===== src/rtl/tctd_pkg.sv =====
package tctd_pkg;

  // default channel count and per-tick result limit
  localparam int unsigned NUM_CHANNELS_DEF = 4;
  localparam int unsigned MAX_RESULTS      = 4;
  localparam int unsigned NRES_W           = 3;

  // field widths
  localparam int unsigned REG_W     = 16;
  localparam int unsigned ELAPSED_W = 20;
  localparam int unsigned TIME_W    = 26;
  localparam int unsigned CHAN_W    = 6;
  localparam int unsigned VOL_W     = 8;
  localparam int unsigned DIVR_W    = 8;
  localparam int unsigned DIV_CNT_W = 5;

  // command selector codes
  localparam logic [REG_W-1:0] OP_WHOLE_NOTE = 16'd0;
  localparam logic [REG_W-1:0] OP_PLAY       = 16'd1;
  localparam logic [REG_W-1:0] OP_PAUSE      = 16'd2;
  localparam logic [REG_W-1:0] OP_IRQ        = 16'd3;
  localparam logic [REG_W-1:0] TONE_BASE     = 16'd4;

  localparam logic [TIME_W-1:0] TIME_MAX  = '1;
  localparam logic [9:0]        US_PER_MS = 10'd1000;

  typedef enum logic [1:0] {
    KIND_TONE   = 2'd0,
    KIND_EXPIRE = 2'd1,
    KIND_PLAY   = 2'd2
  } kind_e;

  typedef enum logic [2:0] {
    S_IDLE,
    S_DECODE,
    S_DIV,
    S_TONE,
    S_READ,
    S_UPDATE,
    S_FINISH
  } state_e;

  typedef struct packed {
    logic                 action;
    logic [REG_W-1:0]     reg_a;
    logic [REG_W-1:0]     reg_b;
    logic [REG_W-1:0]     reg_c;
    logic [ELAPSED_W-1:0] elapsed_us;
  } item_t;

  typedef struct packed {
    kind_e             kind;
    logic [CHAN_W-1:0] channel;
    logic [REG_W-1:0]  freq_centihz;
    logic [VOL_W-1:0]  volume;
    logic [TIME_W-1:0] note_time_us;
    logic              irq_valid;
    logic [REG_W-1:0]  irq_message;
    logic              playing;
    logic              last;
  } result_t;

  // controller to datapath
  typedef struct packed {
    logic capture;
    logic exec_cmd;
    logic div_start;
    logic tone_apply;
    logic ram_read;
    logic chan_apply;
    logic finish_push;
  } cmd_t;

  // datapath to controller
  typedef struct packed {
    logic tick;
    logic tone;
    logic div_zero;
    logic div_busy;
    logic out_free;
    logic pend_valid;
    logic last_ch;
    logic emit;
  } status_t;

endpackage


===== src/rtl/tctd_in_if.sv =====
interface tctd_in_if;
  logic                           valid;
  logic                           ready;
  logic                           action;
  logic [tctd_pkg::REG_W-1:0]     reg_a;
  logic [tctd_pkg::REG_W-1:0]     reg_b;
  logic [tctd_pkg::REG_W-1:0]     reg_c;
  logic [tctd_pkg::ELAPSED_W-1:0] elapsed_us;

  modport source (
    output valid, action, reg_a, reg_b, reg_c, elapsed_us,
    input  ready
  );

  modport sink (
    input  valid, action, reg_a, reg_b, reg_c, elapsed_us,
    output ready
  );
endinterface


===== src/rtl/tctd_out_if.sv =====
interface tctd_out_if;
  logic                        valid;
  logic                        ready;
  logic [1:0]                  kind;
  logic [tctd_pkg::CHAN_W-1:0] channel;
  logic [tctd_pkg::REG_W-1:0]  freq_centihz;
  logic [tctd_pkg::VOL_W-1:0]  volume;
  logic [tctd_pkg::TIME_W-1:0] note_time_us;
  logic                        irq_valid;
  logic [tctd_pkg::REG_W-1:0]  irq_message;
  logic                        playing;
  logic                        last;

  modport source (
    output valid, kind, channel, freq_centihz, volume, note_time_us,
    output irq_valid, irq_message, playing, last,
    input  ready
  );

  modport sink (
    input  valid, kind, channel, freq_centihz, volume, note_time_us,
    input  irq_valid, irq_message, playing, last,
    output ready
  );
endinterface


===== src/rtl/tctd_ram.sv =====
module tctd_ram #(
  parameter int unsigned WIDTH = 8,
  parameter int unsigned DEPTH = 4,
  localparam int unsigned ADDR_W = (DEPTH > 1) ? $clog2(DEPTH) : 1
) (
  input  logic              clk_i,
  input  logic              we_i,
  input  logic [ADDR_W-1:0] waddr_i,
  input  logic [WIDTH-1:0]  wdata_i,
  input  logic              re_i,
  input  logic [ADDR_W-1:0] raddr_i,
  output logic [WIDTH-1:0]  rdata_o
);

  logic [WIDTH-1:0] mem_q [DEPTH];
  logic [WIDTH-1:0] rdata_q;

  // one write port, one registered read port
  always_ff @(posedge clk_i) begin
    if (we_i) begin
      mem_q[waddr_i] <= wdata_i;
    end
    if (re_i) begin
      rdata_q <= mem_q[raddr_i];
    end
  end

  assign rdata_o = rdata_q;

endmodule


===== src/rtl/tctd_div.sv =====
module tctd_div (
  input  logic                              clk_i,
  input  logic                              rst_ni,
  input  logic                              start_i,
  input  logic [tctd_pkg::TIME_W-1:0]       dividend_i,
  input  logic [tctd_pkg::DIVR_W-1:0]       divisor_i,
  output logic                              busy_o,
  output logic [tctd_pkg::TIME_W-1:0]       quotient_o
);

  localparam int unsigned TW = tctd_pkg::TIME_W;
  localparam int unsigned DW = tctd_pkg::DIVR_W;
  localparam int unsigned CW = tctd_pkg::DIV_CNT_W;

  logic          busy_q, busy_d;
  logic [CW-1:0] cnt_q, cnt_d;
  logic [DW-1:0] rem_q, rem_d;
  logic [DW-1:0] dvs_q, dvs_d;
  logic [TW-1:0] quo_q, quo_d;
  logic [DW:0]   trial;
  logic          fits;

  // one restoring step per cycle, dividend shifts out as quotient shifts in
  assign trial = {rem_q, quo_q[TW-1]};
  assign fits  = trial >= {1'b0, dvs_q};

  always_comb begin
    busy_d = busy_q;
    cnt_d  = cnt_q;
    rem_d  = rem_q;
    dvs_d  = dvs_q;
    quo_d  = quo_q;
    if (start_i) begin
      busy_d = 1'b1;
      cnt_d  = '0;
      rem_d  = '0;
      dvs_d  = divisor_i;
      quo_d  = dividend_i;
    end else if (busy_q) begin
      rem_d = fits ? DW'(trial - {1'b0, dvs_q}) : trial[DW-1:0];
      quo_d = {quo_q[TW-2:0], fits};
      cnt_d = cnt_q + CW'(1);
      if (cnt_q == CW'(TW - 1)) begin
        busy_d = 1'b0;
      end
    end
  end

  always_ff @(posedge clk_i or negedge rst_ni) begin
    if (!rst_ni) begin
      busy_q <= 1'b0;
      cnt_q  <= '0;
    end else begin
      busy_q <= busy_d;
      cnt_q  <= cnt_d;
    end
  end

  always_ff @(posedge clk_i) begin
    rem_q <= rem_d;
    dvs_q <= dvs_d;
    quo_q <= quo_d;
  end

  assign busy_o     = busy_q;
  assign quotient_o = quo_q;

endmodule


===== src/rtl/tctd_ctrl.sv =====
module tctd_ctrl (
  input  logic              clk_i,
  input  logic              rst_ni,
  input  logic              in_valid_i,
  output logic              in_ready_o,
  input  tctd_pkg::status_t status_i,
  output tctd_pkg::cmd_t    cmd_o
);

  tctd_pkg::state_e state_q, state_d;
  logic             stall;

  // a result waits on the pending slot while the output register is full
  assign stall = status_i.emit && status_i.pend_valid && !status_i.out_free;

  // next state
  always_comb begin
    state_d = state_q;
    unique case (state_q)
      tctd_pkg::S_IDLE: begin
        if (in_valid_i) begin
          state_d = tctd_pkg::S_DECODE;
        end
      end
      tctd_pkg::S_DECODE: begin
        priority if (status_i.tick) begin
          state_d = tctd_pkg::S_READ;
        end else if (status_i.tone) begin
          state_d = status_i.div_zero ? tctd_pkg::S_TONE : tctd_pkg::S_DIV;
        end else begin
          state_d = tctd_pkg::S_FINISH;
        end
      end
      tctd_pkg::S_DIV: begin
        if (!status_i.div_busy) begin
          state_d = tctd_pkg::S_TONE;
        end
      end
      tctd_pkg::S_TONE: begin
        state_d = tctd_pkg::S_FINISH;
      end
      tctd_pkg::S_READ: begin
        state_d = tctd_pkg::S_UPDATE;
      end
      tctd_pkg::S_UPDATE: begin
        if (!stall) begin
          state_d = status_i.last_ch ? tctd_pkg::S_FINISH : tctd_pkg::S_READ;
        end
      end
      tctd_pkg::S_FINISH: begin
        if (!status_i.pend_valid || status_i.out_free) begin
          state_d = tctd_pkg::S_IDLE;
        end
      end
      default: begin
        state_d = tctd_pkg::S_IDLE;
      end
    endcase
  end

  // command outputs
  always_comb begin
    cmd_o      = '0;
    in_ready_o = 1'b0;
    unique case (state_q)
      tctd_pkg::S_IDLE: begin
        in_ready_o    = 1'b1;
        cmd_o.capture = in_valid_i;
      end
      tctd_pkg::S_DECODE: begin
        cmd_o.exec_cmd  = 1'b1;
        cmd_o.div_start = status_i.tone && !status_i.div_zero;
      end
      tctd_pkg::S_DIV: begin
      end
      tctd_pkg::S_TONE: begin
        cmd_o.tone_apply = 1'b1;
      end
      tctd_pkg::S_READ: begin
        cmd_o.ram_read = 1'b1;
      end
      tctd_pkg::S_UPDATE: begin
        cmd_o.chan_apply = !stall;
      end
      tctd_pkg::S_FINISH: begin
        cmd_o.finish_push = status_i.pend_valid && status_i.out_free;
      end
      default: begin
      end
    endcase
  end

  always_ff @(posedge clk_i or negedge rst_ni) begin
    if (!rst_ni) begin
      state_q <= tctd_pkg::S_IDLE;
    end else begin
      state_q <= state_d;
    end
  end

endmodule


===== src/rtl/tctd_dpath.sv =====
module tctd_dpath #(
  parameter int unsigned NUM_CHANNELS = tctd_pkg::NUM_CHANNELS_DEF
) (
  input  logic              clk_i,
  input  logic              rst_ni,
  input  tctd_pkg::item_t   item_i,
  input  tctd_pkg::cmd_t    cmd_i,
  output tctd_pkg::status_t status_o,
  output logic              out_valid_o,
  input  logic              out_ready_i,
  output tctd_pkg::result_t out_res_o
);

  localparam int unsigned CH_W = (NUM_CHANNELS > 1) ? $clog2(NUM_CHANNELS) : 1;
  localparam int unsigned TW   = tctd_pkg::TIME_W;
  localparam int unsigned RW   = tctd_pkg::REG_W;
  localparam int unsigned NW   = tctd_pkg::NRES_W;

  // latched item
  tctd_pkg::item_t item_q, item_d;

  // device state
  logic [TW-1:0]           whole_q, whole_d;
  logic                    irq_en_q, irq_en_d;
  logic [RW-1:0]           irq_base_q, irq_base_d;
  logic                    playing_q, playing_d;
  logic [NUM_CHANNELS-1:0] muted_q, muted_d;
  logic [NUM_CHANNELS-1:0] written_q, written_d;

  // walk and result staging
  logic [CH_W-1:0]   ch_q, ch_d;
  logic [NW-1:0]     nres_q, nres_d;
  tctd_pkg::result_t pend_q, pend_d;
  logic              pend_v_q, pend_v_d;
  tctd_pkg::result_t out_q, out_d;
  logic              out_v_q, out_v_d;

  // decode and arithmetic
  logic                        op_whole, op_play, op_pause, op_irq, op_tone;
  logic [CH_W-1:0]             tone_ch;
  logic [tctd_pkg::DIVR_W-1:0] divisor;
  logic [TW-1:0]               whole_calc;
  logic [TW-1:0]               quotient;
  logic                        div_busy;
  logic [TW-1:0]               note_time;
  logic [TW-1:0]               rdata;
  logic [TW-1:0]               rem;
  logic [TW-1:0]               elapsed_ext;
  logic [TW-1:0]               rem_next;
  logic                        emit;

  logic              ram_we;
  logic [CH_W-1:0]   ram_waddr;
  logic [TW-1:0]     ram_wdata;
  tctd_pkg::result_t tone_res, play_res, exp_res;

  // command decode of the latched item
  assign op_whole = !item_q.action && (item_q.reg_a == tctd_pkg::OP_WHOLE_NOTE);
  assign op_play  = !item_q.action && (item_q.reg_a == tctd_pkg::OP_PLAY);
  assign op_pause = !item_q.action && (item_q.reg_a == tctd_pkg::OP_PAUSE);
  assign op_irq   = !item_q.action && (item_q.reg_a == tctd_pkg::OP_IRQ);
  assign op_tone  = !item_q.action && (item_q.reg_a >= tctd_pkg::TONE_BASE)
                 && ({1'b0, item_q.reg_a} <
                     (17'(tctd_pkg::TONE_BASE) + 17'(NUM_CHANNELS)));
  assign tone_ch  = CH_W'(item_q.reg_a - tctd_pkg::TONE_BASE);
  assign divisor  = item_q.reg_c[15:8];

  assign whole_calc = TW'(item_q.reg_b) * TW'(tctd_pkg::US_PER_MS);
  assign note_time  = (divisor == '0) ? tctd_pkg::TIME_MAX : quotient;

  tctd_div u_div (
    .clk_i      (clk_i),
    .rst_ni     (rst_ni),
    .start_i    (cmd_i.div_start),
    .dividend_i (whole_q),
    .divisor_i  (divisor),
    .busy_o     (div_busy),
    .quotient_o (quotient)
  );

  // remaining time per channel, unwritten entries read as zero
  tctd_ram #(
    .WIDTH (TW),
    .DEPTH (NUM_CHANNELS)
  ) u_remaining (
    .clk_i   (clk_i),
    .we_i    (ram_we),
    .waddr_i (ram_waddr),
    .wdata_i (ram_wdata),
    .re_i    (cmd_i.ram_read),
    .raddr_i (ch_q),
    .rdata_o (rdata)
  );

  // channel countdown
  assign rem         = written_q[ch_q] ? rdata : '0;
  assign elapsed_ext = TW'(item_q.elapsed_us);
  assign rem_next    = (rem > elapsed_ext) ? (rem - elapsed_ext) : '0;
  assign emit        = (rem == '0) && !muted_q[ch_q] && (nres_q < NW'(tctd_pkg::MAX_RESULTS));

  assign ram_we    = cmd_i.tone_apply || (cmd_i.chan_apply && (rem != '0));
  assign ram_waddr = cmd_i.tone_apply ? tone_ch : ch_q;
  assign ram_wdata = cmd_i.tone_apply ? note_time : rem_next;

  // result templates
  always_comb begin
    tone_res              = '0;
    tone_res.kind         = tctd_pkg::KIND_TONE;
    tone_res.channel      = tctd_pkg::CHAN_W'(tone_ch);
    tone_res.freq_centihz = item_q.reg_b;
    tone_res.volume       = item_q.reg_c[7:0];
    tone_res.note_time_us = note_time;
    tone_res.playing      = playing_q;

    play_res         = '0;
    play_res.kind    = tctd_pkg::KIND_PLAY;
    play_res.playing = op_play;

    exp_res             = '0;
    exp_res.kind        = tctd_pkg::KIND_EXPIRE;
    exp_res.channel     = tctd_pkg::CHAN_W'(ch_q);
    exp_res.irq_valid   = irq_en_q;
    exp_res.irq_message = irq_en_q ? (irq_base_q + RW'(ch_q)) : '0;
    exp_res.playing     = playing_q;
  end

  // next state of all datapath registers
  always_comb begin
    item_d     = item_q;
    whole_d    = whole_q;
    irq_en_d   = irq_en_q;
    irq_base_d = irq_base_q;
    playing_d  = playing_q;
    muted_d    = muted_q;
    written_d  = written_q;
    ch_d       = ch_q;
    nres_d     = nres_q;
    pend_d     = pend_q;
    pend_v_d   = pend_v_q;
    out_d      = out_q;
    out_v_d    = out_v_q;

    if (out_v_q && out_ready_i) begin
      out_v_d = 1'b0;
    end

    if (cmd_i.capture) begin
      item_d = item_i;
    end

    if (cmd_i.exec_cmd) begin
      ch_d   = '0;
      nres_d = '0;
      if (op_whole) begin
        whole_d = whole_calc;
      end
      if (op_play || op_pause) begin
        playing_d = op_play;
        pend_d    = play_res;
        pend_v_d  = 1'b1;
      end
      if (op_irq) begin
        irq_en_d = item_q.reg_b != '0;
        if (item_q.reg_b != '0) begin
          irq_base_d = item_q.reg_b;
        end
      end
    end

    if (cmd_i.tone_apply) begin
      muted_d[tone_ch]   = 1'b0;
      written_d[tone_ch] = 1'b1;
      pend_d             = tone_res;
      pend_v_d           = 1'b1;
    end

    if (cmd_i.chan_apply) begin
      ch_d = ch_q + CH_W'(1);
      if (rem != '0) begin
        written_d[ch_q] = 1'b1;
      end else if (!muted_q[ch_q]) begin
        muted_d[ch_q] = 1'b1;
        if (emit) begin
          if (pend_v_q) begin
            out_d      = pend_q;
            out_d.last = 1'b0;
            out_v_d    = 1'b1;
          end
          pend_d   = exp_res;
          pend_v_d = 1'b1;
          nres_d   = nres_q + NW'(1);
        end
      end
    end

    if (cmd_i.finish_push) begin
      out_d      = pend_q;
      out_d.last = 1'b1;
      out_v_d    = 1'b1;
      pend_v_d   = 1'b0;
    end
  end

  always_ff @(posedge clk_i or negedge rst_ni) begin
    if (!rst_ni) begin
      whole_q    <= '0;
      irq_en_q   <= 1'b0;
      irq_base_q <= '0;
      playing_q  <= 1'b0;
      muted_q    <= '1;
      written_q  <= '0;
      ch_q       <= '0;
      nres_q     <= '0;
      pend_v_q   <= 1'b0;
      out_v_q    <= 1'b0;
    end else begin
      whole_q    <= whole_d;
      irq_en_q   <= irq_en_d;
      irq_base_q <= irq_base_d;
      playing_q  <= playing_d;
      muted_q    <= muted_d;
      written_q  <= written_d;
      ch_q       <= ch_d;
      nres_q     <= nres_d;
      pend_v_q   <= pend_v_d;
      out_v_q    <= out_v_d;
    end
  end

  // payload registers
  always_ff @(posedge clk_i) begin
    item_q <= item_d;
    pend_q <= pend_d;
    out_q  <= out_d;
  end

  // status back to the controller
  always_comb begin
    status_o            = '0;
    status_o.tick       = item_q.action;
    status_o.tone       = op_tone;
    status_o.div_zero   = divisor == '0;
    status_o.div_busy   = div_busy;
    status_o.out_free   = !out_v_q || out_ready_i;
    status_o.pend_valid = pend_v_q;
    status_o.last_ch    = ch_q == CH_W'(NUM_CHANNELS - 1);
    status_o.emit       = emit;
  end

  assign out_valid_o = out_v_q;
  assign out_res_o   = out_q;

endmodule


===== src/rtl/tone_channel_timer_device_top.sv =====
// commands pass through the decode and finish states, the result coming from the pending slot;
// tone commands also wait on the 26-step bit-serial divider unless the divisor is zero
// ticks visit each channel in a read and an update state, for the registered
// read of the remaining-time memory; one item at a time, a held result stalls
// reset: async active low, all channels muted with zero time, no clearing pass
module tone_channel_timer_device_top #(
  parameter int unsigned NUM_CHANNELS = tctd_pkg::NUM_CHANNELS_DEF
) (
  input  logic              clk_i,
  input  logic              rst_ni,
  tctd_in_if.sink           in_i,
  tctd_out_if.source        out_o
);

  tctd_pkg::cmd_t    cmd;
  tctd_pkg::status_t status;
  tctd_pkg::item_t   item;
  tctd_pkg::result_t res;
  logic              in_ready;
  logic              out_valid;

  // pack the input payload
  always_comb begin
    item.action     = in_i.action;
    item.reg_a      = in_i.reg_a;
    item.reg_b      = in_i.reg_b;
    item.reg_c      = in_i.reg_c;
    item.elapsed_us = in_i.elapsed_us;
  end

  tctd_ctrl u_ctrl (
    .clk_i      (clk_i),
    .rst_ni     (rst_ni),
    .in_valid_i (in_i.valid),
    .in_ready_o (in_ready),
    .status_i   (status),
    .cmd_o      (cmd)
  );

  tctd_dpath #(
    .NUM_CHANNELS (NUM_CHANNELS)
  ) u_dpath (
    .clk_i       (clk_i),
    .rst_ni      (rst_ni),
    .item_i      (item),
    .cmd_i       (cmd),
    .status_o    (status),
    .out_valid_o (out_valid),
    .out_ready_i (out_o.ready),
    .out_res_o   (res)
  );

  // drive the output channel
  assign in_i.ready         = in_ready;
  assign out_o.valid        = out_valid;
  assign out_o.kind         = res.kind;
  assign out_o.channel      = res.channel;
  assign out_o.freq_centihz = res.freq_centihz;
  assign out_o.volume       = res.volume;
  assign out_o.note_time_us = res.note_time_us;
  assign out_o.irq_valid    = res.irq_valid;
  assign out_o.irq_message  = res.irq_message;
  assign out_o.playing      = res.playing;
  assign out_o.last         = res.last;

`ifndef SYNTHESIS
  // an item is latched only on a transfer
  assert property (@(posedge clk_i) disable iff (!rst_ni)
    cmd.capture |-> (in_i.valid && in_i.ready))
    else $error("item latched without a transfer");

  // controller actions that touch the datapath are mutually exclusive
  assert property (@(posedge clk_i) disable iff (!rst_ni)
    $onehot0({cmd.exec_cmd, cmd.tone_apply, cmd.ram_read, cmd.chan_apply,
              cmd.finish_push}))
    else $error("overlapping datapath commands");

  // the divider never runs while a new item may be taken
  assert property (@(posedge clk_i) disable iff (!rst_ni)
    status.div_busy |-> !in_i.ready)
    else $error("divider busy while idle");

  // the final result of an item leaves only from the pending slot
  assert property (@(posedge clk_i) disable iff (!rst_ni)
    cmd.finish_push |=> (out_o.valid && out_o.last))
    else $error("final result not presented");
`endif

endmodule

===== src/flat_wrapper.sv =====
// flat-port wrapper written by rule: the top's interface ports become plain ports
module tone_channel_timer_device_top_flat 
#(
  parameter int unsigned NUM_CHANNELS = tctd_pkg::NUM_CHANNELS_DEF
)
  (clk_i, rst_ni, in_i_valid, in_i_action, in_i_reg_a, in_i_reg_b, in_i_reg_c, in_i_elapsed_us, in_i_ready, out_o_valid, out_o_kind, out_o_channel, out_o_freq_centihz, out_o_volume, out_o_note_time_us, out_o_irq_valid, out_o_irq_message, out_o_playing, out_o_last, out_o_ready);
  tctd_in_if in_i_i ();
  tctd_out_if out_o_i ();
  input  logic clk_i;
  input  logic rst_ni;
  input wire logic [$bits(in_i_i.valid)-1:0] in_i_valid;
  input wire logic [$bits(in_i_i.action)-1:0] in_i_action;
  input wire logic [$bits(in_i_i.reg_a)-1:0] in_i_reg_a;
  input wire logic [$bits(in_i_i.reg_b)-1:0] in_i_reg_b;
  input wire logic [$bits(in_i_i.reg_c)-1:0] in_i_reg_c;
  input wire logic [$bits(in_i_i.elapsed_us)-1:0] in_i_elapsed_us;
  output wire logic [$bits(in_i_i.ready)-1:0] in_i_ready;
  output wire logic [$bits(out_o_i.valid)-1:0] out_o_valid;
  output wire logic [$bits(out_o_i.kind)-1:0] out_o_kind;
  output wire logic [$bits(out_o_i.channel)-1:0] out_o_channel;
  output wire logic [$bits(out_o_i.freq_centihz)-1:0] out_o_freq_centihz;
  output wire logic [$bits(out_o_i.volume)-1:0] out_o_volume;
  output wire logic [$bits(out_o_i.note_time_us)-1:0] out_o_note_time_us;
  output wire logic [$bits(out_o_i.irq_valid)-1:0] out_o_irq_valid;
  output wire logic [$bits(out_o_i.irq_message)-1:0] out_o_irq_message;
  output wire logic [$bits(out_o_i.playing)-1:0] out_o_playing;
  output wire logic [$bits(out_o_i.last)-1:0] out_o_last;
  input wire logic [$bits(out_o_i.ready)-1:0] out_o_ready;
  assign in_i_i.valid = in_i_valid;
  assign in_i_i.action = in_i_action;
  assign in_i_i.reg_a = in_i_reg_a;
  assign in_i_i.reg_b = in_i_reg_b;
  assign in_i_i.reg_c = in_i_reg_c;
  assign in_i_i.elapsed_us = in_i_elapsed_us;
  assign in_i_ready = in_i_i.ready;
  assign out_o_valid = out_o_i.valid;
  assign out_o_kind = out_o_i.kind;
  assign out_o_channel = out_o_i.channel;
  assign out_o_freq_centihz = out_o_i.freq_centihz;
  assign out_o_volume = out_o_i.volume;
  assign out_o_note_time_us = out_o_i.note_time_us;
  assign out_o_irq_valid = out_o_i.irq_valid;
  assign out_o_irq_message = out_o_i.irq_message;
  assign out_o_playing = out_o_i.playing;
  assign out_o_last = out_o_i.last;
  assign out_o_i.ready = out_o_ready;
  tone_channel_timer_device_top #(.NUM_CHANNELS(NUM_CHANNELS)) u_core (.clk_i(clk_i), .rst_ni(rst_ni), .in_i(in_i_i), .out_o(out_o_i));
endmodule

===== config.mk =====
export PLATFORM = sky130hd
export DESIGN_NAME = tone_channel_timer_device_top_flat
export DESIGN_NICKNAME = d
export VERILOG_FILES = /design/src/rtl/tctd_pkg.sv /design/src/rtl/tctd_in_if.sv /design/src/rtl/tctd_out_if.sv /design/src/rtl/tctd_ram.sv /design/src/rtl/tctd_div.sv /design/src/rtl/tctd_ctrl.sv /design/src/rtl/tctd_dpath.sv /design/src/rtl/tone_channel_timer_device_top.sv /design/src/flat_wrapper.sv
export SDC_FILE = /design/constraint.sdc
export NUM_CORES = 1
export LEC_CHECK = 0
export BUFFER_PORTS_ARGS = -buffer_cell sky130_fd_sc_hd__buf_2
export CORE_ASPECT_RATIO = 1.2
export CORE_UTILIZATION = 46
export CTS_BUF_LIST = sky130_fd_sc_hd__clkbuf_16
export CTS_CLUSTER_SIZE = 40
export DETAILED_ROUTE_END_ITERATION = 7
export GPL_TIMING_DRIVEN = 0
export PLACE_DENSITY = 0.6
export SETUP_SLACK_MARGIN = 0.02
export SLEW_MARGIN = 15
export SYNTH_ARGS = -nofsm -noshare
export SYNTH_HDL_FRONTEND = slang
export SYNTH_HIERARCHICAL = 1
export SYNTH_SLANG_ARGS = --single-unit

===== constraint.sdc =====
create_clock -name clk_i -period 5.23 [get_ports clk_i]
set_input_delay 1.046 -clock clk_i [delete_from_list [all_inputs] [get_ports clk_i]]
set_output_delay 1.046 -clock clk_i [all_outputs]
set_load 0.02 [all_outputs]

== Yosys cells after proc, flatten, opt, wreduce, memory -nomap -nowiden ==
Memory sizes are Yosys's and may differ from the RTL's. A register that Yosys moved wholly into a read port is not among the register bits.
Index checks and enable logic that the tools add are counted.

* Add/subtract/negate cells: 7
* $lt $le $gt $ge: 9
* Multiply operators: 1
* Bitwise operators: 7
* Equal/unequal tests: 17
* Mux-type cells: 82
* Reduce and logical (&&, ||, !) cells: 45

{| class="wikitable"
|+ Operators by type and width
! operator !! count
|-
| 77-bit 2-to-1 mux || 13
|-
| 26-bit 2-to-1 mux || 6
|-
| 3-bit 2-to-1 mux || 11
|-
| 16-bit by 2-bit equality test with 1-bit output, second input constant || 2
|-
| 1-bit 2-to-1 mux || 31
|-
| 4-bit 2-to-1 mux || 7
|-
| 26-bit by 20-bit > comparator with 1-bit output || 1
|-
| 26-bit zero test || 1
|-
| 26-bit nonzero test || 1
|-
| 26-bit by 20-bit subtractor with 26-bit output || 1
|-
| 16-bit by 7-bit multiplier with 23-bit output, second input constant || 1
|-
| 3-bit one-hot mux with 7 select lines || 1
|-
| 16-bit by 2-bit adder with 16-bit output || 1
|-
| 16-bit by 1-bit equality test with 1-bit output, second input constant || 1
|-
| 16-bit by 3-bit greater-or-equal comparator with 1-bit output, second input constant || 1
|-
| 1-bit logical AND || 16
|-
| 16-bit zero test || 1
|-
| 16-bit by 4-bit less-than comparator with 1-bit output, second input constant || 1
|-
| 16-bit 2-to-1 mux || 1
|-
| 16-bit nonzero test || 1
|-
| 4-bit bitwise OR || 3
|-
| 2-bit 2-to-1 mux || 5
|-
| 5-bit 2-to-1 mux || 2
|-
| 5-bit AND reduction || 2
|-
| other kinds (30) || 57
|}

* Flip-flop bits (word level): 330
* Memories kept: 1
* Logic and storage cells: 209
* Memory bits (writable): 104
* Output and inout bits: 79

{| class="wikitable"
|+ Memory list
! memory !! depth !! bits a word !! rd ports !! clocked after Yosys merged registers in !! write ports !! RTL line !! text
|-
| u_core.u_dpath.u_remaining.mem_q || 4 || 26 || 1 || 1 || 1 || tctd_ram.sv:15 || <nowiki>logic [WIDTH-1:0] mem_q [DEPTH];</nowiki>
|}

== Longest topological paths before layout ==
Gate-level depths: netlist of the first run.

* Depth after elaboration: 14
* Mapped depth: 18

== Modules after synthesis ==
The synthesis of the first run kept the hierarchy.

{| class="wikitable"
|+ By module, submodules not included
! module !! instances !! seq. area each (sq um) !! cells each !! area an instance (sq um)
|-
| tctd_dpath || 1 || 7302.0 || 1254 || 14382.5
|-
| tctd_ram || 1 || 3903.7 || 166 || 4609.4
|-
| tctd_div || 1 || 1331.3 || 201 || 2481.1
|-
| tctd_ctrl || 1 || 75.1 || 38 || 332.8
|}

== Least setup slack after synthesis of the first run ==
OpenSTA, ideal clock, no wires.

* Path type: register to register
* Start: register u_core/u_dpath/item_q[47] (netlist name)
* End: register u_core.u_dpath.whole_q[25]
* Data required time: 5.095 ns
* Stages on the path, launching flop included: 18
* Setup time: 0.135 ns
* Clock period less this slack: 4.504 ns
* Slack: 0.726 ns
* Arrival time: 4.368 ns
* Buffers on the path: 0
* Cell sequence: edfxtp_1 > inv_1 > fa_1 > fa_1 > inv_1 > fa_1 > inv_1 > fa_1 > inv_1 > ha_1 > and4_1 > and3_1 > nand3_1 > nand4_1 > o311ai_0 > o311ai_0 > xnor2_1 > o21ai_0

* Cells in the longest elaborated chain, start to end: 1

{| class="wikitable"
|+ Ends and longest elaborated chain
! what !! RTL line !! text
|-
| start: declaration || tctd_dpath.sv:20 || <nowiki>tctd_pkg::item_t item_q, item_d;</nowiki>
|-
| start signal: assignment || tctd_dpath.sv:232 || <nowiki>item_q <= item_d;</nowiki>
|-
| 16-bit by 7-bit multiplier with 23-bit output || tctd_dpath.sv:68 || <nowiki>assign whole_calc = TW'(item_q.reg_b) * TW'(tctd_pkg::US_PER_MS);</nowiki>
|-
| end signal: assignment || tctd_dpath.sv:217 || <nowiki>whole_q <= whole_d;</nowiki>
|-
| end: declaration || tctd_dpath.sv:23 || <nowiki>logic [TW-1:0] whole_q, whole_d;</nowiki>
|}

Every way passes these cells.
A chain may end at the register's enable or synchronous reset.

== Worst setup path in the final report of the first run ==
* Start: register u_core.u_dpath.ch_q[0]
* End: memory u_core/u_dpath/u_remaining/mem_q[0][25] (netlist name), data pin

* Cells in the longest elaborated chain, start to end: 6
* Elaborated cells on any way between the ends: 7
* Classes of those cells: 1 x add/sub; 1 x order compare; 5 x mux

{| class="wikitable"
|+ Ends and longest elaborated chain
! what !! RTL line !! text
|-
| start: declaration || tctd_dpath.sv:31 || <nowiki>logic [CH_W-1:0] ch_q, ch_d;</nowiki>
|-
| start signal: assignment || tctd_dpath.sv:223 || <nowiki>ch_q <= ch_d;</nowiki>
|-
| 1-bit binary-select mux with 2-bit select * || tctd_dpath.sv:96 || <nowiki>assign rem = written_q[ch_q] ? rdata : '0;</nowiki>
|-
| 1-bit 2-to-1 mux (implied by the code) * || tctd_dpath.sv:96 ||
|-
| 26-bit 2-to-1 mux * || tctd_dpath.sv:96 ||
|-
| 26-bit by 20-bit subtractor with 26-bit output or 26-bit by 20-bit > comparator with 1-bit output (tied branches) || tctd_dpath.sv:98 || <nowiki>assign rem_next = (rem > elapsed_ext) ? (rem - elapsed_ext) : '0;</nowiki>
|-
| 26-bit 2-to-1 mux * || tctd_dpath.sv:98 ||
|-
| 26-bit 2-to-1 mux * || tctd_dpath.sv:103 || <nowiki>assign ram_wdata = cmd_i.tone_apply ? note_time : rem_next;</nowiki>
|-
| via u_core.u_dpath.ram_wdata[25] || tctd_dpath.sv:54 || <nowiki>logic [TW-1:0] ram_wdata;</nowiki>
|-
| end: declaration || tctd_ram.sv:15 ||
|}

Mark *: on every way through the listed nets, which the timed path passes. The rest lies on a longest branch. The select of a mux whose other input is x is not followed.

==> flow_summary.toml, run 1 <==
[power_and_ir_drop]
p_leak_nw = 9.90
powerDensity_nw_per_um2 = 645
vdd_drop_max_v = 0.000562

[cells_and_area]
drive_above_1_share = 0.210
num_antenna_cells = 0
fin_nets = 2107
n_fill_cell = 3968
fin_area_um2 = 25100
post-route-util = 0.535
syn2layout_area_growth_pct = 15.0

[sta]
clock_skew_ns = 0.0207
worst_slack_ns = 0.254
fin_crit_sh = 0.951
setup_violations = 0
grt_setup_unrepaired = "false"
fin_setup_tns_ns = 0
hold_ws_ns = 0.288
worst_slew_pin_slew_ns = 1.06
min_period_ns = 4.98
drv_slew = 0
slew_headroom = 0.294
max_freq_mhz = 201
final_hold_viol_count = 0

[clock_network]
cts_num_sinks = 459
clkSlewWorstSetupHoldPaths_ns = 0.06
cts_buffers = 47
clock_latency_ns = 0.58
cts_tree = "built"
cts_root_buf = "clkbuf_16"
h-tree-depth = 2
clk_path_buf_depth = 3

[yosys]
yosys_warnings = 6
ys_seq_area_frac = 0.578
synth_cell_types = 92
async_flop_share = 0.142
postSynthCellCount = 1659
syn_area_um2 = 21800
synth_edf_count = 309
synth_ff_type = "edfxtp_1"
synth_area_per_cell_um2 = 13.1
synth-seq-cells = 459
ys_top_cells_by_area = "edfxtp_1, dfxtp_1, dfrtp_1, ha_1, fa_1"
synth_top_area_cell = "edfxtp_1"
synth_top_area_frac = 0.426

[grt]
grt_pass1_wl_um = 75900
grt_use_met1 = 0.256
first_global_vias = 13800
track_usage = 0.204
grt_max_degree = 60
grtUsageMet2 = 0.361
antenna_found_initial = 1
grt_overflow_total = 0
grtUsageMet3 = 0.0380
grt_busiest_layer = "met2"

[critical_path]
path_class = "register to register"
start_kind = "register"
rrSetupSlack_ns = 0.25
slowest_delay_ns = 0.63
crit_buf_inv = 2
cp.arrival_ns = 5.29
worst-path-stages = 13
reg2reg_from = "u_core/u_dpath/ch_q[0]$_DFFE_PN0P_"
required_ns = 5.55
crit_family = "compound AO/OA/AOI/OAI gates"
cp_cell_sequence = "mux4_2, clkbuf_1, clkbuf_2, and2_1, ha_1, nor2b_1, o31a_1, o31ai_1, a211oi_1, o31ai_2, o2bb2a_1, a31oi_1, o41ai_2"
r2r_end = "u_core/u_dpath/u_remaining/mem_q[0][25]$_DFFE_PP_"
worstSetupEndpointType = "register"
reg2reg_depth = 13
cp_slowest_cell = "mux4_2"
cp_max_fo = 10

[min_path]
holdCritPathClass = "primary input to asynchronous set/reset pin"

[outcome]
outcome = "finished clean"

[place]
portBuffers = 151
preCtsSetupSlack_ns = -0.256
hpwl_um = 36100
gp_congestion = 0.847
placed_area_um2 = 23500

[floorplan]
die_h_um = 241
start_util = 0.465
ios = 152
core_um2 = 46900
num_rows = 87
die_w_um = 201
dieArea_um2 = 48300

[routing]
drcViolationCount = 0
drt_iter0_markers = 819
via_count = 13600
via_per_inst = 5.34
firstDrtPassIters = 5
wire_per_inst_um = 19.2
wl_um = 48700
final_antenna_net_count = 0

[run]
cap_violations = 0
metal layers:
| metal | wire length [um] | vias up |
|---|---|---|
| met1 | 20600 | 6723 |
| met4 | 1010 | 2 |
| li1 | - | 6430 |
| met2 | 24600 | 337 |
| met3 | 2500 | 73 |
| met5 | 13 | - |
placed cells by master (no fill, tap or decap), types with 7 or more instances in the layout:
master / n
a21o_1: 20
a21oi_1: 65
a22o_1: 24
a31oi_1: 7
and2_1: 28
and3_1: 7
buf_2: 159
buf_4: 21
buf_6: 12
clkbuf_1: 36
clkbuf_16: 50
dfrtp_1: 60
dfxtp_1: 85
edfxtp_1: 309
fa_1: 57
ha_1: 98
inv_1: 143
inv_2: 8
mux2_2: 47
mux4_2: 22
nand2_1: 108
nand2b_1: 11
nand3_1: 24
nand3b_1: 8
nand4_1: 11
nor2_1: 58
nor2b_1: 64
nor2b_2: 20
nor3_1: 13
nor4_1: 13
o21a_1: 8
o21ai_0: 98
o21ai_1: 17
o31ai_1: 7
xnor2_1: 28
xor2_1: 27
final cells by class:
class,count,area (um2),share of cell area
Buffer,68,405,0.0162
Clock buffer,50,1250,0.0499
Clock inverter,38,228,0.00908
Inverter,130,490,0.0196
Multi-Input combinational cell,1004,8350,0.333
Sequential cell,459,12600,0.503
Tap cell,623,779,0.0311
Timing Repair Buffer,169,961,0.0383
repair_timing:
item | in CTS | in global routing
hold buffers | 0 | 0
endpoints found under the setup margin | 47 | 96
setup buffers | 1 | 8
pin swaps | 0 | 1
resized for setup | 4 | 21
cell families (layout without fill, tap and decap cells):
family / Yosys count / in the layout / share of synthesized area
AOI/OAI and AO/OA: 310 / 310 / 0.0927
xor gates and xnor gates: 55 / 55 / 0.0221
adders and majority gates: 155 / 155 / 0.109
buffers and inverters: 198 / 455 / 0.0408
DFF: 459 / 459 / 0.578
muxes: 77 / 77 / 0.0551
other: 1 / 3 / 0.000172
and+or+nand+nor: 404 / 404 / 0.102
registers in the layout, summed over array words and instances (netlist names), 4 cells and up:
register / count
u_core/u_dpath/divisor: 8
u_core/u_dpath/elapsed_ext: 20
u_core/u_dpath/irq_base_q: 16
u_core/u_dpath/item_q: 40
u_core/u_dpath/muted_q: 4
u_core/u_dpath/out_res_o: 77
u_core/u_dpath/pend_q: 76
u_core/u_dpath/u_div/cnt_q: 5
u_core/u_dpath/u_div/dvs_q: 8
u_core/u_dpath/u_div/quotient_o: 26
u_core/u_dpath/u_div/rem_q: 8
u_core/u_dpath/u_remaining/mem_q: 104
u_core/u_dpath/u_remaining/rdata_o: 26
u_core/u_dpath/whole_q: 23
u_core/u_dpath/written_q: 4
power breakdown:
group | leakage, nW | switching, mW | internal (mW)
sequential | 4.38 | 0.357 | 5.13
clock | 0.809 | 1.37 | 1.82
combinational | 4.71 | 4.46 | 3.05
total | 9.90 | 6.18 | 10.0
stage by stage:
step	instances	power (mW)
after global routing	2541	17.3
final	2541	16.2
after floorplan	1661	10.8
after CTS	2533	16.2
after global placement	2435	12.7
after detailed placement	2444	12.9
synthesized netlist by cell type, types with 14 or more instances:
cell type    n
a21oi_1     65
xor2_1      27
fa_1        57
mux4_2      22
nand2_1    108
inv_1      130
nand3_1     24
dfrtp_1     61
nor3_1      14
edfxtp_1   309
nor2_1      58
dfxtp_1     85
a22o_1      24
nor2b_1     64
clkbuf_1    39
xnor2_1     28
a21o_1      20
mux2_2      47
o21ai_0    103
and2_1      29
nor2b_2     20
ha_1        98
worst max path at each step:
stage,end,slack [ns],startpoint
finish,u_core/u_dpath/u_remaining/mem_q[0][25]$_DFFE_PP_,0.25,u_core/u_dpath/ch_q[0]$_DFFE_PN0P_
floorplan,u_core/u_dpath/whole_q[25]$_DFFE_PN0P_,0.73,u_core/u_dpath/item_q[47]$_DFFE_PP_
global placement,u_core/u_dpath/u_remaining/mem_q[0][9]$_DFFE_PP_,-1.36,u_core/u_dpath/ch_q[0]$_DFFE_PN0P_
CTS,u_core/u_dpath/whole_q[25]$_DFFE_PN0P_,0.03,u_core/u_dpath/item_q[36]$_DFFE_PP_
detailed placement,u_core/u_dpath/u_remaining/mem_q[3][25]$_DFFE_PP_,-0.26,u_core/u_dpath/ch_q[0]$_DFFE_PN0P_
global route,u_core/u_dpath/u_remaining/mem_q[3][23]$_DFFE_PP_,0.02,u_core/u_dpath/ch_q[0]$_DFFE_PN0P_
No activity file was read; power rests on OpenSTA's default activity.
==> inputs of run 2 (changes only) <==
--- a/config.mk
+++ b/config.mk
@@ -7,15 +7,14 @@
 export LEC_CHECK = 0
 export BUFFER_PORTS_ARGS = -buffer_cell sky130_fd_sc_hd__buf_2
 export CORE_ASPECT_RATIO = 1.2
-export CORE_UTILIZATION = 46
+export CORE_UTILIZATION = 60
 export CTS_BUF_LIST = sky130_fd_sc_hd__clkbuf_16
 export CTS_CLUSTER_SIZE = 40
 export DETAILED_ROUTE_END_ITERATION = 7
 export GPL_TIMING_DRIVEN = 0
-export PLACE_DENSITY = 0.6
+export PLACE_DENSITY = 0.76
 export SETUP_SLACK_MARGIN = 0.02
 export SLEW_MARGIN = 15
 export SYNTH_ARGS = -nofsm -noshare
 export SYNTH_HDL_FRONTEND = slang
-export SYNTH_HIERARCHICAL = 1
 export SYNTH_SLANG_ARGS = --single-unit
==> flow_summary.toml, run 2 <==
[power_and_ir_drop]
power_frac_clock = 0.217
p_int_mw = 9.20
power.switching_mw = 5.07
swShare = 0.355
p_leak_nw = 9.92
seq_power_share = 0.390
vdd_drop_max_v = 0.000326
powerDensity_nw_per_um2 = 574
pwr-share-comb = 0.393

[routing]
firstDrtPassIters = 6
wire_per_inst_um = 19.7
wl_um = 48000
final_antenna_net_count = 0
via_count = 14000
via_per_inst = 5.77
drt_iter0_markers = 1048
drcViolationCount = 0

[floorplan]
num_rows = 75
die_w_um = 175
ios = 152
dieArea_um2 = 36700
die_h_um = 210
core_um2 = 35200
start_util = 0.612

[grt]
antenna_found_initial = 1
grt_pass1_wl_um = 74500
grt_max_degree = 61
grt_overflow_total = 0
first_global_vias = 14200
track_usage = 0.265

[yosys]
ys_top_cells_by_area = "edfxtp_1, dfxtp_1, dfrtp_1, ha_1, fa_1"
synth_common_cells = "edfxtp_1, nand2_1, inv_1"
synth_edf_count = 309
ys_seq_area_frac = 0.585
synth_top_area_cell = "edfxtp_1"
synth.most_common_cell = "edfxtp_1"
synth_cell_types = 76
synth_ff_type = "edfxtp_1"
synth_area_per_cell_um2 = 12.6
async_flop_share = 0.142
synth_top_area_frac = 0.431
syn_area_um2 = 21500
postSynthCellCount = 1705
synth-seq-cells = 459
yosys_warnings = 0
syn_nets = 1933

[clock_network]
cts_root_buf = "clkbuf_16"
clock_latency_ns = 0.56
cts_tree = "built"
clkSlewWorstSetupHoldPaths_ns = 0.06
cts_num_sinks = 459
clk_path_buf_depth = 3
cts_buffers = 45
h-tree-depth = 2

[place]
gp_congestion = 0.887
hpwl_um = 35000
dp.cells = 2328
portBuffers = 151

[cells_and_area]
drive_above_1_share = 0.196
num_antenna_cells = 0
multi_input_area_um2 = 8330
post-route-util = 0.706
fin_nets = 2162
largest_reg_flops = 104
regMostFlops = "u_core.u_dpath.u_remaining.mem_q"
syn2layout_area_growth_pct = 15.4
seqCellArea_um2 = 12600
stdcell_count = 2433
final_cell_mix = "edfxtp_1, nand2_1, buf_2"
layout_commonest_cell = "edfxtp_1"
n_fill_cell = 2413

[sta]
clock_skew_ns = 0.0186
fin_crit_sh = 0.964
worst_slew_pin_slew_ns = 1.03
slew_headroom = 0.311
final_hold_viol_count = 0
setup_violations = 0
drv_slew = 0
min_period_ns = 5.04
grt_setup_unrepaired = "false"
max_freq_mhz = 198

[critical_path]
cp_max_fo = 5
reg2reg_from = "u_core.u_dpath.item_q[44]$_DFFE_PP_"
r2r_end = "u_core.u_dpath.whole_q[24]$_DFFE_PN0P_"
worstSetupEndpointType = "register"
rrSetupSlack_ns = 0.19
start_kind = "register"
path_class = "register to register"
cp.arrival_ns = 5.47
required_ns = 5.65
reg2reg_depth = 15

[run]
cap_violations = 0

[outcome]
outcome = "finished clean"

[min_path]
holdCritPathClass = "primary input to asynchronous set/reset pin"
==> run 2: what timing repair did <==
| item | in CTS | in global routing |
|---|---|---|
| gates cloned | 0 | 0 |
| setup endpoints to repair | 101 | 99 |
| endpoints found under the hold margin | 0 | 0 |
| resized for setup | 18 | 50 |
| hold buffers | 0 | 0 |
| setup buffers | 3 | 19 |
| pin swaps | 0 | 8 |
==> run 2: metal layers <==
layer,global-route usage,part of all wire,vias up
li1,-,-,6536
met1,0.319,0.38,6886
met2,0.466,0.51,483
met3,0.0426,0.059,122
met4,0.127,0.048,2
met5,0,0.00023,-
==> run 2: how the worst max path moves through the flow <==
stage                                        start  slack, ns                                           endpoint  cells past startpoint
2_1_floorplan  u_core.u_dpath.item_q[36]$_DFFE_PP_       0.39             u_core.u_dpath.whole_q[24]$_DFFE_PN0P_                     15
3_3_place_gp    u_core.u_dpath.ch_q[0]$_DFFE_PN0P_      -0.53   u_core.u_dpath.u_remaining.mem_q[1][6]$_DFFE_PP_                      6
3_5_place_dp    u_core.u_dpath.ch_q[0]$_DFFE_PN0P_      -0.51  u_core.u_dpath.u_remaining.mem_q[0][15]$_DFFE_PP_                     16
4_1_cts         u_core.u_dpath.ch_q[0]$_DFFE_PN0P_       0.04  u_core.u_dpath.u_remaining.mem_q[3][14]$_DFFE_PP_                     16
5_1_grt        u_core.u_dpath.item_q[38]$_DFFE_PP_       0.01             u_core.u_dpath.whole_q[24]$_DFFE_PN0P_                     15
6_report       u_core.u_dpath.item_q[44]$_DFFE_PP_       0.19             u_core.u_dpath.whole_q[24]$_DFFE_PN0P_                     15
==> run 2: metrics by stage <==
step	hold WS, ns	cell area (um2)	TNS (ns)	worst slack, ns	total power [mW]
after floorplan	0.416	21500	0	0.387	9.34
after CTS	0.269	24600	0	0.0374	14.1
after detailed placement	0.425	23100	-35.37	-0.508	10.8
final	0.296	24900	0	0.188	14.3
after global routing	0.276	24900	0	0.0101	15.0
after global placement	0.424	22900	-106.44	-0.529	10.5
==> run 2: cells by family (layout without fill, tap and decap cells) <==
| kind of cell | after synthesis | after routing | synth area share |
|---|---|---|---|
| compound gates | 317 | 317 | 0.0924 |
| xor+xnor | 56 | 56 | 0.0228 |
| fa+ha+maj | 155 | 155 | 0.110 |
| buf+inv | 192 | 458 | 0.0368 |
| flops | 459 | 459 | 0.585 |
| mux | 55 | 55 | 0.0431 |
| simple gates | 471 | 471 | 0.110 |
==> run 2: power groups by stage <==
| stage | registers [mW] | logic (mW) | clock network [mW] |
|---|---|---|---|
| 2_1_floorplan | 5.65 | 3.69 | 0 |
| 6_report | 5.56 | 5.61 | 3.10 |
| 5_1_grt | 5.61 | 6.13 | 3.29 |
| 3_3_place_gp | 5.64 | 4.90 | 0 |
| 4_1_cts | 5.56 | 5.35 | 3.15 |
| 3_5_place_dp | 5.62 | 5.22 | 0 |
==> run 2: worst max-delay path: stages (launching register included) <==
cell	delay, ns
edfxtp_1	0.49
clkinvlp_4	0.24
fa_1	0.55
fa_1	0.54
fa_1	0.44
fa_1	0.54
inv_1	0.04
ha_1	0.35
nand4_1	0.16
nor2_1	0.12
a2111oi_4	0.41
o31ai_2	0.15
or4_1	0.43
a31oi_2	0.19
xor2_1	0.17
o21ai_1	0.07
==> run 2: layout make-up <==
| cell class | count | share of cell area |
|---|---|---|
| Buffer | 65 | 0.0131 |
| Clock buffer | 49 | 0.0493 |
| Clock inverter | 35 | 0.00785 |
| Inverter | 126 | 0.0194 |
| Multi-Input combinational cell | 1054 | 0.335 |
| Sequential cell | 459 | 0.507 |
| Tap cell | 462 | 0.0233 |
| Timing Repair Buffer | 183 | 0.0446 |
==> inputs of run 3 (changes only) <==
--- a/config.mk
+++ b/config.mk
@@ -13,6 +13,7 @@
 export DETAILED_ROUTE_END_ITERATION = 7
 export GPL_TIMING_DRIVEN = 0
 export PLACE_DENSITY = 0.76
+export REMOVE_ABC_BUFFERS = 1
 export SETUP_SLACK_MARGIN = 0.02
 export SLEW_MARGIN = 15
 export SYNTH_ARGS = -nofsm -noshare
==> flow_summary.toml, run 3 (synthesized netlist as in run 2, its figures left out) <==
[floorplan]
ios = 152
dieArea_um2 = 36700
core_um2 = 35200
num_rows = 75
start_util = 0.612
die_w_um = 175
die_h_um = 210

[cells_and_area]
num_antenna_cells = 0
regMostFlops = "u_core.u_dpath.u_remaining.mem_q"
layout_commonest_cell = "edfxtp_1"
n_fill_cell = 2399
stdcell_count = 2367
final_cell_mix = "edfxtp_1, nand2_1, buf_2"
largest_reg_flops = 104
fin_area_um2 = 24700
syn2layout_area_growth_pct = 14.6
post-route-util = 0.702
drive_above_1_share = 0.183
fin_nets = 2095

[sta]
slew_headroom = 0.327
hold_ws_ns = 0.401
min_period_ns = 5.04
drv_slew = 0
clock_skew_ns = 0.0160
final_hold_viol_count = 0
fin_crit_sh = 0.963
setup_violations = 0
max_freq_mhz = 199
grt_setup_unrepaired = "true"
worst_slew_pin_slew_ns = 1.01

[routing]
wl_um = 45200
drt_iter0_markers = 1061
firstDrtPassIters = 5
wire_per_inst_um = 19.1
final_antenna_net_count = 0
via_per_inst = 5.74
via_count = 13600
drcViolationCount = 0

[grt]
grt_max_degree = 62
track_usage = 0.250
first_global_vias = 13900
grt_overflow_total = 0
grt_pass1_wl_um = 71400
antenna_found_initial = 1

[critical_path]
cp_max_fo = 5
required_ns = 5.64
start_kind = "register"
path_class = "register to register"
cp.arrival_ns = 5.45
worstSetupEndpointType = "register"

[min_path]
holdCritPathClass = "primary input to asynchronous set/reset pin"

[clock_network]
cts_hold_buf = 0
cts_num_sinks = 459
cts_root_buf = "clkbuf_16"
clk_path_buf_depth = 3
clock_latency_ns = 0.56
cts_tree = "built"
h-tree-depth = 2
clkSlewWorstSetupHoldPaths_ns = 0.06
cts_buffers = 47

[run]
cap_violations = 0

[place]
hpwl_um = 30800
dp.cells = 2270
placed_area_um2 = 23000
portBuffers = 151
gp_congestion = 0.874

[power_and_ir_drop]
totalPowerFinal_mw = 14.2
vdd_drop_max_v = 0.000330
powerDensity_nw_per_um2 = 574
p_leak_nw = 9.83

[outcome]
outcome = "finished clean"
## run 3: cell count changes in the layout (fill, tap and decap cells not counted), moves of 9 or more
cell,before,now
clkbuf_1,40,0
buf_2,159,150
buf_4,26,12
o21ai_0,83,102
o21ai_1,29,18
## run 3: repair_timing
item | in CTS | in global routing
buffers inserted | 0 | 9
cloned | 0 | 1
resized for setup | 5 | 14
pin swaps | 0 | 2
endpoints found under the setup margin | 5 | 59
## run 3: worst max-delay path, cell delays in order, from the launching register on
cell and delay [ns]:
edfxtp_1 0.53, inv_4 0.17, fa_1 0.46, fa_1 0.56, fa_1 0.45, fa_1 0.55
inv_1 0.04, ha_1 0.35, a21oi_1 0.16, o21ai_0 0.16, a2111oi_2 0.42, o31ai_1 0.17
or4_1 0.42, a31oi_1 0.21, xor2_1 0.17, o21ai_1 0.07
## run 3: final timing paths
path                                                     startpoint                                         to  slack, ns  cells past startpoint
worst min-delay path                                         rst_ni  u_core.u_dpath.u_div.cnt_q[1]$_DFFE_PN0P_       0.40                      1
max in group asynchronous                                    rst_ni        u_core.u_dpath.muted_q[0]$_DFF_PN1_       4.25                      2
worst max-delay path            u_core.u_dpath.item_q[44]$_DFFE_PP_     u_core.u_dpath.whole_q[24]$_DFFE_PN0P_       0.19                     15
worst min register to register    u_core.u_dpath.pend_q[18]$_DFF_P_          u_core.u_dpath.pend_q[18]$_DFF_P_       0.44                      2
worst max register to register  u_core.u_dpath.item_q[44]$_DFFE_PP_     u_core.u_dpath.whole_q[24]$_DFFE_PN0P_       0.19                     15
min in group clk_i                u_core.u_dpath.pend_q[18]$_DFF_P_          u_core.u_dpath.pend_q[18]$_DFF_P_       0.44                      2
## run 3: cell type report
cell class / instances / area, um2 / share of cell area
clock inverter: 37 / 267 / 0.0108
sequential: 459 / 12600 / 0.511
multi-input combinational: 1055 / 8300 / 0.336
timing repair buffer: 178 / 1210 / 0.0489
clock buffer: 50 / 1250 / 0.0507
tap: 462 / 578 / 0.0234
inverter: 126 / 480 / 0.0195
## run 3: routing by layer
| metal | track usage | up-vias | routed length (um) |
|---|---|---|---|
| met4 | 0.0936 | 2 | 1400 |
| met3 | 0.0395 | 107 | 2620 |
| li1 | - | 6386 | - |
| met5 | 0 | - | 9 |
| met1 | 0.312 | 6631 | 18200 |
| met2 | 0.439 | 467 | 23000 |
## run 3: power breakdown
| part | internal (mW) | switching [mW] | leakage (nW) | total [mW] |
|---|---|---|---|---|
| sequential | 5.23 | 0.387 | 4.38 | 5.62 |
| clock | 1.91 | 1.36 | 0.782 | 3.28 |
| combinational | 2.13 | 3.16 | 4.67 | 5.29 |
## run 3: per-stage QoR
step	TNS, ns	worst slack (ns)
finish	0	0.193
global route	-0.118	-0.118
CTS	0	0.0301
detailed placement	-0.188	-0.188
global placement	-1161.67	-6.77
floorplan	-154.01	-2.03
